===== config.mk =====
export PLATFORM = sky130hd
export DESIGN_NAME = encoder_moving_average_speed
export DESIGN_NICKNAME = d
export VERILOG_FILES = /design/src/hdl/emas_pkg.sv /design/src/hdl/emas_ram.sv /design/src/hdl/emas_ring.sv /design/src/hdl/emas_speed.sv /design/src/hdl/encoder_moving_average_speed.sv
export SDC_FILE = /design/constraint.sdc
export NUM_CORES = 2
export LEC_CHECK = 0
export BUFFER_PORTS_ARGS = -buffer_cell sky130_fd_sc_hd__clkbuf_2
export CORE_ASPECT_RATIO = 0.9
export CORE_MARGIN = 5
export CORE_UTILIZATION = 36
export CTS_CLUSTER_DIAMETER = 200
export DETAILED_ROUTE_END_ITERATION = 16
export HOLD_SLACK_MARGIN = 0.08
export PLACE_DENSITY = 0.55
export SKIP_CTS_REPAIR_TIMING = 1
export SLEW_MARGIN = 20
export SYNTH_ARGS = -nofsm -noshare
export SYNTH_HDL_FRONTEND = slang
export SYNTH_SLANG_ARGS = --single-unit

===== constraint.sdc =====
create_clock -name clock -period 13.72 [get_ports clock]
set_clock_uncertainty 0.05 [all_clocks]
set_input_delay 0.686 -clock clock [delete_from_list [all_inputs] [get_ports clock]]
set_output_delay 0.686 -clock clock [all_outputs]
set_load 0.03 [all_outputs]

===== src/hdl/emas_pkg.sv =====
// Shared constants and types for the encoder moving-average speed block.
`timescale 1ns / 1ps
package emas_pkg;

   localparam int WINDOW   = 8;
   localparam int RING_AW  = (WINDOW > 1) ? $clog2(WINDOW) : 1;
   localparam int SAMPLE_W = 16;
   localparam int TOTAL_W  = 19;
   localparam int SPEED_W  = 21;
   localparam int GAIN_W   = 24;
   localparam int PROD_W   = TOTAL_W + GAIN_W;
   localparam int FRAC_W   = 16;
   localparam int QUOT_W   = PROD_W - FRAC_W;
   localparam int CSR_AW   = 2;
   localparam int CSR_DW   = 32;

   localparam logic [RING_AW-1:0]  RING_LAST      = RING_AW'(WINDOW - 1);
   localparam logic [SAMPLE_W-1:0] COUNT_MIDPOINT = 16'h8000;
   localparam logic [GAIN_W-1:0]   GAIN_RESET     = 24'd49152;
   localparam logic [QUOT_W-1:0]   RPM_MAX        = QUOT_W'(1048575);
   localparam logic [QUOT_W-1:0]   RPM_MIN_MAG    = QUOT_W'(1048576);
   localparam logic [SPEED_W-1:0]  SPEED_POS_SAT  = 21'h0FFFFF;
   localparam logic [SPEED_W-1:0]  SPEED_NEG_MAG  = 21'h100000;

   localparam logic [CSR_AW-1:0]   CSR_RPM_GAIN   = 2'd0;

   typedef struct packed {
      logic signed [SAMPLE_W-1:0] delta;
      logic signed [TOTAL_W-1:0]  total;
   } ring_result_type;

endpackage


===== src/hdl/emas_ram.sv =====
// Generic single-write, single-read RAM with registered read data.
`timescale 1ns / 1ps
module emas_ram #(
   parameter int WIDTH = 16,
   parameter int DEPTH = 8,
   localparam int AW = (DEPTH > 1) ? $clog2(DEPTH) : 1
) (
   input  logic             clock,
   input  logic             wr_en,
   input  logic [AW-1:0]    wr_addr,
   input  logic [WIDTH-1:0] wr_data,
   input  logic             rd_en,
   input  logic [AW-1:0]    rd_addr,
   output logic [WIDTH-1:0] rd_data
);

   logic [WIDTH-1:0] mem_ff [DEPTH];
   logic [WIDTH-1:0] rd_data_ff;

   always_ff @(posedge clock) begin
      if (wr_en) begin
         mem_ff[wr_addr] <= wr_data;
      end
      if (rd_en) begin
         rd_data_ff <= mem_ff[rd_addr];
      end
   end

   assign rd_data = rd_data_ff;

endmodule


===== src/hdl/emas_ring.sv =====
// Delta formation and ring read-modify-write with the running window total.
`timescale 1ns / 1ps
module emas_ring (
   input  logic                                clock,
   input  logic                                reset,
   input  logic                                req_valid,
   output logic                                req_stall,
   input  logic [emas_pkg::SAMPLE_W-1:0]       req_count_sample,
   output logic                                down_valid,
   input  logic                                down_stall,
   output emas_pkg::ring_result_type           down_result
);

   logic [emas_pkg::RING_AW-1:0]  pos_ff, pos_in;
   logic [emas_pkg::SAMPLE_W-1:0] prev_ff, prev_in;
   logic                          s1_v_ff, s1_v_in;
   logic [emas_pkg::SAMPLE_W-1:0] s1_delta_ff, s1_delta_in;
   logic [emas_pkg::RING_AW-1:0]  s1_pos_ff;
   logic                          byp_v_ff, byp_v_in;
   logic [emas_pkg::SAMPLE_W-1:0] byp_data_ff;
   logic [emas_pkg::WINDOW-1:0]   entry_valid_ff;
   logic [emas_pkg::TOTAL_W-1:0]  total_ff, total_in;
   logic [emas_pkg::SAMPLE_W-1:0] rd_data, old_delta;
   logic                          accept, advance;

   assign req_stall = s1_v_ff && down_stall;
   assign accept    = req_valid && !req_stall;
   assign advance   = s1_v_ff && !down_stall;

   assign s1_delta_in = req_count_sample - prev_ff;
   assign prev_in     = accept ? req_count_sample : prev_ff;
   assign pos_in      = !accept ? pos_ff :
                        (pos_ff == emas_pkg::RING_LAST) ? '0 :
                        pos_ff + emas_pkg::RING_AW'(1);
   assign s1_v_in     = accept ? 1'b1 : (advance ? 1'b0 : s1_v_ff);
   assign byp_v_in    = advance && (s1_pos_ff == pos_ff);

   emas_ram #(
      .WIDTH(emas_pkg::SAMPLE_W),
      .DEPTH(emas_pkg::WINDOW)
   ) u_ring_ram (
      .clock  (clock),
      .wr_en  (advance),
      .wr_addr(s1_pos_ff),
      .wr_data(s1_delta_ff),
      .rd_en  (accept),
      .rd_addr(pos_ff),
      .rd_data(rd_data)
   );

   always_comb begin
      if (byp_v_ff) begin
         old_delta = byp_data_ff;
      end else if (entry_valid_ff[s1_pos_ff]) begin
         old_delta = rd_data;
      end else begin
         old_delta = '0;
      end
   end

   assign total_in = total_ff
                   - {{(emas_pkg::TOTAL_W - emas_pkg::SAMPLE_W){old_delta[15]}}, old_delta}
                   + {{(emas_pkg::TOTAL_W - emas_pkg::SAMPLE_W){s1_delta_ff[15]}},
                      s1_delta_ff};

   assign down_valid        = s1_v_ff;
   assign down_result.delta = s1_delta_ff;
   assign down_result.total = total_in;

   always_ff @(posedge clock) begin
      if (reset) begin
         pos_ff         <= '0;
         prev_ff        <= emas_pkg::COUNT_MIDPOINT;
         s1_v_ff        <= 1'b0;
         byp_v_ff       <= 1'b0;
         entry_valid_ff <= '0;
         total_ff       <= '0;
      end else begin
         pos_ff  <= pos_in;
         prev_ff <= prev_in;
         s1_v_ff <= s1_v_in;
         if (accept) begin
            byp_v_ff <= byp_v_in;
         end
         if (advance) begin
            entry_valid_ff[s1_pos_ff] <= 1'b1;
            total_ff                  <= total_in;
         end
      end
   end

   always_ff @(posedge clock) begin
      if (accept) begin
         s1_delta_ff <= s1_delta_in;
         s1_pos_ff   <= pos_ff;
         byp_data_ff <= s1_delta_ff;
      end
   end

endmodule


===== src/hdl/emas_speed.sv =====
// Gain multiply, truncation toward zero, saturation and the result register.
`timescale 1ns / 1ps
module emas_speed (
   input  logic                                 clock,
   input  logic                                 reset,
   input  logic                                 up_valid,
   output logic                                 up_stall,
   input  emas_pkg::ring_result_type            up_result,
   input  logic [emas_pkg::GAIN_W-1:0]          rpm_gain,
   output logic                                 rsp_valid,
   input  logic                                 rsp_stall,
   output logic signed [emas_pkg::SAMPLE_W-1:0] rsp_tick_delta,
   output logic signed [emas_pkg::TOTAL_W-1:0]  rsp_window_total,
   output logic signed [emas_pkg::SPEED_W-1:0]  rsp_speed_rpm
);

   logic                          a_v_ff, a_v_in;
   logic [emas_pkg::SAMPLE_W-1:0] a_delta_ff;
   logic [emas_pkg::TOTAL_W-1:0]  a_total_ff;
   logic                          a_neg_ff;
   logic [emas_pkg::TOTAL_W-1:0]  a_mag_ff;
   logic                          o_v_ff, o_v_in;
   logic [emas_pkg::SAMPLE_W-1:0] o_delta_ff;
   logic [emas_pkg::TOTAL_W-1:0]  o_total_ff;
   logic [emas_pkg::SPEED_W-1:0]  o_speed_ff, o_speed_in;
   logic [emas_pkg::TOTAL_W-1:0]  mag;
   logic [emas_pkg::PROD_W-1:0]   prod;
   logic [emas_pkg::QUOT_W-1:0]   quot;
   logic                          neg, o_load, a_load;

   assign o_load   = a_v_ff && (!o_v_ff || !rsp_stall);
   assign up_stall = a_v_ff && !o_load;
   assign a_load   = up_valid && !up_stall;
   assign a_v_in   = a_load ? 1'b1 : (o_load ? 1'b0 : a_v_ff);
   assign o_v_in   = o_load ? 1'b1 : ((o_v_ff && !rsp_stall) ? 1'b0 : o_v_ff);

   assign neg  = up_result.total[emas_pkg::TOTAL_W-1];
   assign mag  = neg ? ('0 - up_result.total) : up_result.total;
   assign prod = emas_pkg::PROD_W'(a_mag_ff) * emas_pkg::PROD_W'(rpm_gain);
   assign quot = prod[emas_pkg::PROD_W-1:emas_pkg::FRAC_W];

   always_comb begin
      if (a_neg_ff) begin
         o_speed_in = (quot > emas_pkg::RPM_MIN_MAG) ?
                      ('0 - emas_pkg::SPEED_NEG_MAG) :
                      ('0 - quot[emas_pkg::SPEED_W-1:0]);
      end else begin
         o_speed_in = (quot > emas_pkg::RPM_MAX) ?
                      emas_pkg::SPEED_POS_SAT : quot[emas_pkg::SPEED_W-1:0];
      end
   end

   always_ff @(posedge clock) begin
      if (reset) begin
         a_v_ff <= 1'b0;
         o_v_ff <= 1'b0;
      end else begin
         a_v_ff <= a_v_in;
         o_v_ff <= o_v_in;
      end
   end

   always_ff @(posedge clock) begin
      if (a_load) begin
         a_delta_ff <= up_result.delta;
         a_total_ff <= up_result.total;
         a_neg_ff   <= neg;
         a_mag_ff   <= mag;
      end
      if (o_load) begin
         o_delta_ff <= a_delta_ff;
         o_total_ff <= a_total_ff;
         o_speed_ff <= o_speed_in;
      end
   end

   assign rsp_valid        = o_v_ff;
   assign rsp_tick_delta   = o_delta_ff;
   assign rsp_window_total = o_total_ff;
   assign rsp_speed_rpm    = o_speed_ff;

endmodule


===== src/hdl/encoder_moving_average_speed.sv =====
// Top level of the encoder moving-average speed block with its register port.
//
// Each transfer on the req_ channel carries one 16-bit encoder counter sample.
// For every sample the block returns one transfer on the rsp_ channel with the
// wrapped signed delta from the previous sample, the sum of the last eight
// deltas and the speed in rpm, which is the sum times the Q16 gain rpm_gain,
// truncated toward zero and saturated to 21 bits.
// The delta ring sits in a small RAM; the slot leaving the window is read in
// the cycle the sample is taken and rewritten as the sample leaves the ring
// stage, with a bypass when the same slot is read and written back to back.
// A sample passes the ring stage, the multiply stage and the result register
// before rsp_valid rises. One sample per cycle is taken while rsp_stall is low.
// When rsp_stall is high, the result holds and the pipeline keeps filling;
// req_stall rises only once every stage holds a result.
// Reset clears the ring, the window sum and the pipeline, sets the previous
// count to 32768 and rpm_gain to 49152 (0.75). rpm_gain sits at address 0 of
// the csr_ port and should be written only while no samples are in flight.
`timescale 1ns / 1ps
module encoder_moving_average_speed (
   input  logic                                 clock,
   input  logic                                 reset,
   input  logic                                 req_valid,
   output logic                                 req_stall,
   input  logic [emas_pkg::SAMPLE_W-1:0]        req_count_sample,
   output logic                                 rsp_valid,
   input  logic                                 rsp_stall,
   output logic signed [emas_pkg::SAMPLE_W-1:0] rsp_tick_delta,
   output logic signed [emas_pkg::TOTAL_W-1:0]  rsp_window_total,
   output logic signed [emas_pkg::SPEED_W-1:0]  rsp_speed_rpm,
   input  logic                                 csr_psel,
   input  logic                                 csr_penable,
   input  logic                                 csr_pwrite,
   input  logic [emas_pkg::CSR_AW-1:0]          csr_paddr,
   input  logic [emas_pkg::CSR_DW-1:0]          csr_pwdata,
   output logic [emas_pkg::CSR_DW-1:0]          csr_prdata,
   output logic                                 csr_pready
);

   logic [emas_pkg::GAIN_W-1:0] gain_ff;
   logic                        gain_wr;
   logic                        mid_valid, mid_stall;
   emas_pkg::ring_result_type   mid_result;

   assign csr_pready = 1'b1;
   assign gain_wr    = csr_psel && csr_penable && csr_pwrite && csr_pready &&
                       (csr_paddr == emas_pkg::CSR_RPM_GAIN);
   assign csr_prdata = (csr_paddr == emas_pkg::CSR_RPM_GAIN) ?
                       emas_pkg::CSR_DW'(gain_ff) : '0;

   always_ff @(posedge clock) begin
      if (reset) begin
         gain_ff <= emas_pkg::GAIN_RESET;
      end else if (gain_wr) begin
         gain_ff <= csr_pwdata[emas_pkg::GAIN_W-1:0];
      end
   end

   emas_ring u_ring (
      .clock           (clock),
      .reset           (reset),
      .req_valid       (req_valid),
      .req_stall       (req_stall),
      .req_count_sample(req_count_sample),
      .down_valid      (mid_valid),
      .down_stall      (mid_stall),
      .down_result     (mid_result)
   );

   emas_speed u_speed (
      .clock           (clock),
      .reset           (reset),
      .up_valid        (mid_valid),
      .up_stall        (mid_stall),
      .up_result       (mid_result),
      .rpm_gain        (gain_ff),
      .rsp_valid       (rsp_valid),
      .rsp_stall       (rsp_stall),
      .rsp_tick_delta  (rsp_tick_delta),
      .rsp_window_total(rsp_window_total),
      .rsp_speed_rpm   (rsp_speed_rpm)
   );

endmodule


Word level (Yosys, flattened, before mapping):

Memory sizes are Yosys's and may differ from the RTL's. A register that Yosys moved wholly into a read port is not among the register bits.
Cells that the tools add are included.

* register bits: 220
* input port bits: 57
* RAM bits: 128
* output and inout port bits: 91
* memories: 1

Memories
* u_ring.u_ring_ram.mem_ff: depth 8, width 16, rd ports 1, clocked after memory_dff 1, wr ports 1, line emas_ram.sv:17 `logic [WIDTH-1:0] mem_ff [DEPTH];`

* add/subtract/negate cells: 6
* multiplexer cells: 20
* equal/unequal tests: 2
* multiply operators: 1
* reduce and logical (&&, ||, !) cells: 21
* order comparisons: 4
* bitwise gates (word level): 1

Operator list (count)
* 21-bit 2-to-1 mux: 3
* 19-bit by 24-bit multiplier with 43-bit output: 1
* 16-bit 2-to-1 mux: 2
* 27-bit by 20-bit > comparator with 1-bit output, second input constant: 1
* 27-bit by 21-bit > comparator with 1-bit output, second input constant: 1
* 24-bit 2-to-1 mux: 1
* 1-bit by 21-bit subtractor with 21-bit output, first input constant: 1
* 19-bit adder: 1
* 1-bit by 19-bit subtractor with 19-bit output, first input constant: 1
* 19-bit subtractor: 1
* 18-bit 2-to-1 mux: 1
* 16-bit subtractor: 1
* 1-bit logical AND: 11
* 1-bit 2-to-1 mux: 10
* 8-bit bitwise OR: 1
* 2-bit nonzero test: 3
* 1-bit logical NOT: 5
* 3-bit by 4-bit less-than comparator with 1-bit output, second input constant: 1
* 3-bit by 1-bit adder with 3-bit output, second input constant: 1
* 1-bit binary-select mux with 3-bit select: 1
* 1-bit demux with 3-bit select: 1
* 3-bit equality test: 1
* 3-bit equality test, second input constant: 1
* 3-bit by 1-bit >= comparator with 1-bit output, second input constant: 1
* other kinds (3): 3

Logic depth before layout (Yosys ltp):

* depth after elaboration: 9
* gate-level depth with buffers: 29

By module:

From an unflattened synthesis, not the netlist that was laid out.

* cells, all modules: 3081
* area, all modules: 32361.0 um^2

By module, submodules not included
* emas_speed: instances 1, area each 20440.9 um^2, cells each 2191
* emas_ram: instances 1, area each 5454.0 um^2, cells each 214
* emas_ring: instances 1, area each 5121.2 um^2, cells each 533
* encoder_moving_average_speed: instances 1, area each 1345.0 um^2, cells each 143

Least setup slack after synthesis:

Ideal clock, no wire load.

* path kind: register to register
* start: register u_speed.a_mag_ff[12] (netlist bit)
* end: register u_speed.o_speed_ff, in the netlist u_speed.rsp_speed_rpm[3], data pin
* cell stages (with the launch flop): 27
* clock period less this slack: 7418 ps
* path buffers: 3
* data required time: 13375 ps
* setup time: 295 ps
* slack: 6302 ps
* data arrival time: 7072 ps
* path through: edfxtp_1 -> clkbuf_1 -> nand2_1 -> fa_1 -> inv_1 -> fa_1 -> inv_1 -> fa_1 -> inv_1 -> fa_1 -> fa_1 -> inv_1 -> fa_1 -> inv_1 -> ha_1 -> buf_2 -> and4_1 -> and3_1 -> a41oi_2 -> a31oi_2 -> a21oi_1 -> mux2_2 -> nor4_1 -> or4b_1 -> nor2_1 -> buf_4 -> a311oi_1

* cells in the longest elaborated chain, start to end: 4

RTL lines
* start: declaration: line emas_speed.sv:21 `logic [emas_pkg::TOTAL_W-1:0] a_mag_ff;`
* start signal: assignment: line emas_speed.sv:68 `a_mag_ff <= mag;`
* 19-bit by 24-bit multiplier with 43-bit output (*): line emas_speed.sv:39 `assign prod = emas_pkg::PROD_W'(a_mag_ff) * emas_pkg::PROD_W'(rpm_gain);`
* 27-bit by 20-bit > comparator with 1-bit output (tied with other cells): line emas_speed.sv:48 `o_speed_in = (quot > emas_pkg::RPM_MAX) ?`
* 21-bit 2-to-1 mux, on equally long branches: line emas_speed.sv:48, emas_speed.sv:44
* 21-bit 2-to-1 mux (*): line emas_speed.sv:43 `if (a_neg_ff) begin`
* net u_speed.o_speed_in (one bit): line emas_speed.sv:25 `logic [emas_pkg::SPEED_W-1:0] o_speed_ff, o_speed_in;`
* end signal: assignment: line emas_speed.sv:73 `o_speed_ff <= o_speed_in;`
* end: declaration: line emas_speed.sv:25

The timed path passes the listed nets; every way through them passes the cells marked *.
A chain may end at the register's enable or synchronous reset.

Final worst setup path:

* start: register u_speed.a_mag_ff[2] (netlist bit)
* end: register u_speed.o_speed_ff, in the netlist u_speed.rsp_speed_rpm[6], data pin

Same word-level chain as after synthesis.

==> qor.tcl <==
set qor(outcome) {completed}
set qor(timing_worst_setup_path_type) {register to register}
set qor(clockBufferDepth) 3
set qor(crit_required_ps) 13920
set qor(grt_overflow_total) 0
set qor(synth.yosys.seq_area_share_pct) 32.3
set qor(min-delay-path-class) {input port to register}
set qor(ys_ff_latch) 362
set qor(global_route_wire_length_before_repair_um) 128000
set qor(drc) 0
set qor(crit_path_max_fanout) 24
set qor(global_route.usage.total_pct) 17.3
set qor(fp.coreArea_mm2) 0.0863
set qor(rows) 102
set qor(rsz_0062_raised_after_global_routing) {no}
set qor(crit_slowest_cell) {edfxtp_1}
set qor(setup_violations) 0
set qor(wirelength_um) 79700
set qor(synthTopCellsByCount) {inv_1, nand2_1, fa_1, edfxtp_1, and2_1}
set qor(first_pass_iters) 5
set qor(combined_area_of_all_synthesized_cells_mm2) 0.0314
set qor(worstMarginPinSlew_ps) 1210
set qor(max_cap_viol_count) 0
set qor(hold_path_depth) 3
set qor(async_flop_share_pct) 0
set qor(synth_area_leader_cell) {edfxtp_1}
set qor(synthCells) 3078
set qor(endpoint_arrival_time_on_the_critical_path_ps) 9510
set qor(tritoncts) {done}
set qor(post-route-min-period_ps) 9310
set qor(layout_worst_path_cycle_share_pct) 67.8
set qor(startpoint_class) {register}
set qor(rrSetupSlack_ps) 4410
set qor(postRouteAntennaNets) 0
set qor(h-tree-depth) 2
set qor(avgRoutedWirePerCell_um) 18.4
set qor(synth_cell_type_count) 89
set qor(floorplan.initialDensity_pct) 36.4
set qor(detailedPlace.worstSlack_ps) 4530
set qor(cells_along_the_critical_path) {and2_1 -> fa_1 -> fa_1 -> inv_1 -> fa_1 -> inv_1 -> fa_1 -> fa_1 -> inv_1 -> fa_1 -> inv_1 -> ha_1 -> a21oi_1 -> o21ai_0 -> o21ai_0 -> a31oi_2 -> a21oi_1 -> mux2_2 -> nor4_1 -> or4b_1 -> nor2_1 -> a211oi_1}
set qor(die_height_um) 290
set qor(grt_max_degree) 75
set qor(fmaxAchievable_mhz) 107
set qor(ys_warn_count) 0
set qor(fin_tns_setup_ps) 0
set qor(maxSlewViolCount) 0
set qor(final_hold_viol_count) 0
set qor(route.vias.total) 21400
set qor(slew_headroom_pct) 19.4
set qor(synthTopCellsByArea) {edfxtp_1, fa_1, inv_1}
set qor(syn_area_per_cell_um2) 10.2
set qor(placement.io_buffers) 130
set qor(critical-path-max-stage-delay_ps) 1080
set qor(sink_count_of_the_clock_tree) 362
set qor(initialDrtViolationCount) 1505
set qor(nNetsFinal) 3770
set qor(antenna_found_initial) 9
set qor(place.gp.congestion) 0.835
set qor(die_outline_area_mm2) 0.0933
set qor(clockRootBuffer) {clkbuf_16}
set qor(die_w_um) 321
set qor(routed_via_density) 4.92
set qor(place_hpwl_um) 57900
set qor(count_of_flip_flops_with_a_built_in_enable_after_synthesis) 288
set qor(synth-main-ff-cell) {edfxtp_1}
set qor(yosys.cell_count.top_type) {inv_1}
set qor(clk_pin_slew_worst_paths_ps) 60
set qor(layout_setup_ws_ps) 4410
set qor(fillerInstances) 8553
set qor(worst_path_most_repeated_cell) {fa_1}
set qor(floorplan.io_pins) 148
set qor(top_cell_type_s_share_of_synthesized_area_pct) 27.5
set qor(power.density_mw_per_mm2) 206
set qor(p_leak_nw) 15.3
set qor(drive_above_1_share_pct) 10.7
set qor(grt_pass1_vias) 22400
set qor(end_kind) {register}
set qor(ir_worst_vdd_uv) 162
set qor(cts_buffers) 42
set qor(clk_latency_ps) 610
set qor(worst_r2r_path_depth) 22
set qor(area.growth.synth_to_final_pct) 11.0
[metal layers]
metal	vias to the layer above	GRT usage [%]	wire (um)
met5	-	0	28
met4	6	3.40	1430
met3	85	2.90	4870
met2	500	28.1	36700
met1	10800	24.7	36700
li1	10000	-	-
[kinds of logic after synthesis]
logic type,after synthesis,share of synthesized area [%]
AO/OA/AOI/OAI,360,7.82
XOR/XNOR,73,2.04
adder cells (fa/ha/maj),554,31.4
buffers and inverters,751,9.14
flip-flops,362,32.3
multiplexers,55,3.10
other,2,0.0239
AND/OR/NAND/NOR,921,14.2
[worst paths after layout]
check	start	endpoint
max	u_speed.a_mag_ff[2]	u_speed.rsp_speed_rpm[6]
min reg2reg	u_speed.a_total_ff[6]	u_speed.rsp_window_total[6]
min	csr_pwdata[10]	gain_ff[10]
max reg2reg	u_speed.a_mag_ff[2]	u_speed.rsp_speed_rpm[6]
[where the power goes]
part,internal [mW],switching [mW],total (mW)
registers,1.42,0.120,1.54
logic,1.61,2.87,4.48
clock network,0.675,0.489,1.16
[per-stage QoR]
| step | area, um^2 | instances | total power, mW | utilization, % | hold slack [ps] |
|---|---|---|---|---|---|
| 2_1_floorplan | 31400 | 3085 | 4.75 | - | 350 |
| 3_3_place_gp | 33300 | 4256 | 5.96 | 38.6 | 352 |
| 3_5_place_dp | 33400 | 4258 | 6.01 | 38.7 | 355 |
| 4_1_cts | 34800 | 4336 | 7.22 | 40.4 | 205 |
| 5_1_grt | 34900 | 4337 | 7.82 | 40.4 | 238 |
| 6_report | 34900 | 4340 | 7.18 | 40.4 | 250 |
[sequential cells by signal, summed over array words and instances (netlist names), 8 cells and up]
signal,cells
u_ring.byp_data_ff,16
u_ring.prev_ff,16
u_speed.rsp_tick_delta,16
gain_ff,24
u_speed.rsp_window_total,19
u_ring.u_ring_ram.rd_data,16
u_speed.a_mag_ff,19
u_ring.entry_valid_ff,8
u_speed.rsp_speed_rpm,21
u_ring.total_ff,19
u_ring.s1_delta_ff,16
u_ring.u_ring_ram.mem_ff,128
u_speed.a_delta_ff,16
u_speed.a_total_ff,17
[final cells by class]
| class | count | area (um^2) | share of cell area (%) |
|---|---|---|---|
| Timing Repair Buffer | 186 | 1120 | 3.22 |
| Sequential cell | 362 | 10100 | 29.1 |
| Clock buffer | 53 | 1130 | 3.25 |
| Clock inverter | 25 | 327 | 0.937 |
| Antenna cell | 3 | 7.51 | 0.0215 |
| Inverter | 595 | 2230 | 6.41 |
| Tap cell | 1144 | 1430 | 4.11 |
| Multi-Input combinational cell | 1972 | 18500 | 53.0 |
[worst max-delay path, delay by kind of cell, from the launching register on]
kind                     cells  cell delay [ps]
adder cells (fa/ha/maj)      7             3350
AND/OR/NAND/NOR              4             1990
AO/OA/AOI/OAI                6             1820
flip-flops                   1             1080
multiplexers                 1              380
buffers and inverters        4              240
[layout by cell type, fill, tap and decap left out, types with 28 or more instances in the layout]
master / synthesis / layout
inv_1: 593 / 592
edfxtp_1: 288 / 288
and2_1: 252 / 252
fa_1: 391 / 391
buf_4: 10 / 54
nor2_1: 118 / 117
mux4_2: 32 / 32
a21oi_1: 122 / 122
clkbuf_2: 0 / 129
nand2_1: 406 / 406
clkbuf_16: 0 / 42
o21ai_0: 55 / 55
ha_1: 163 / 163
dfxtp_1: 74 / 73
xor2_1: 28 / 28
xnor2_1: 45 / 45
No activity file was read; power rests on OpenSTA's default activity.
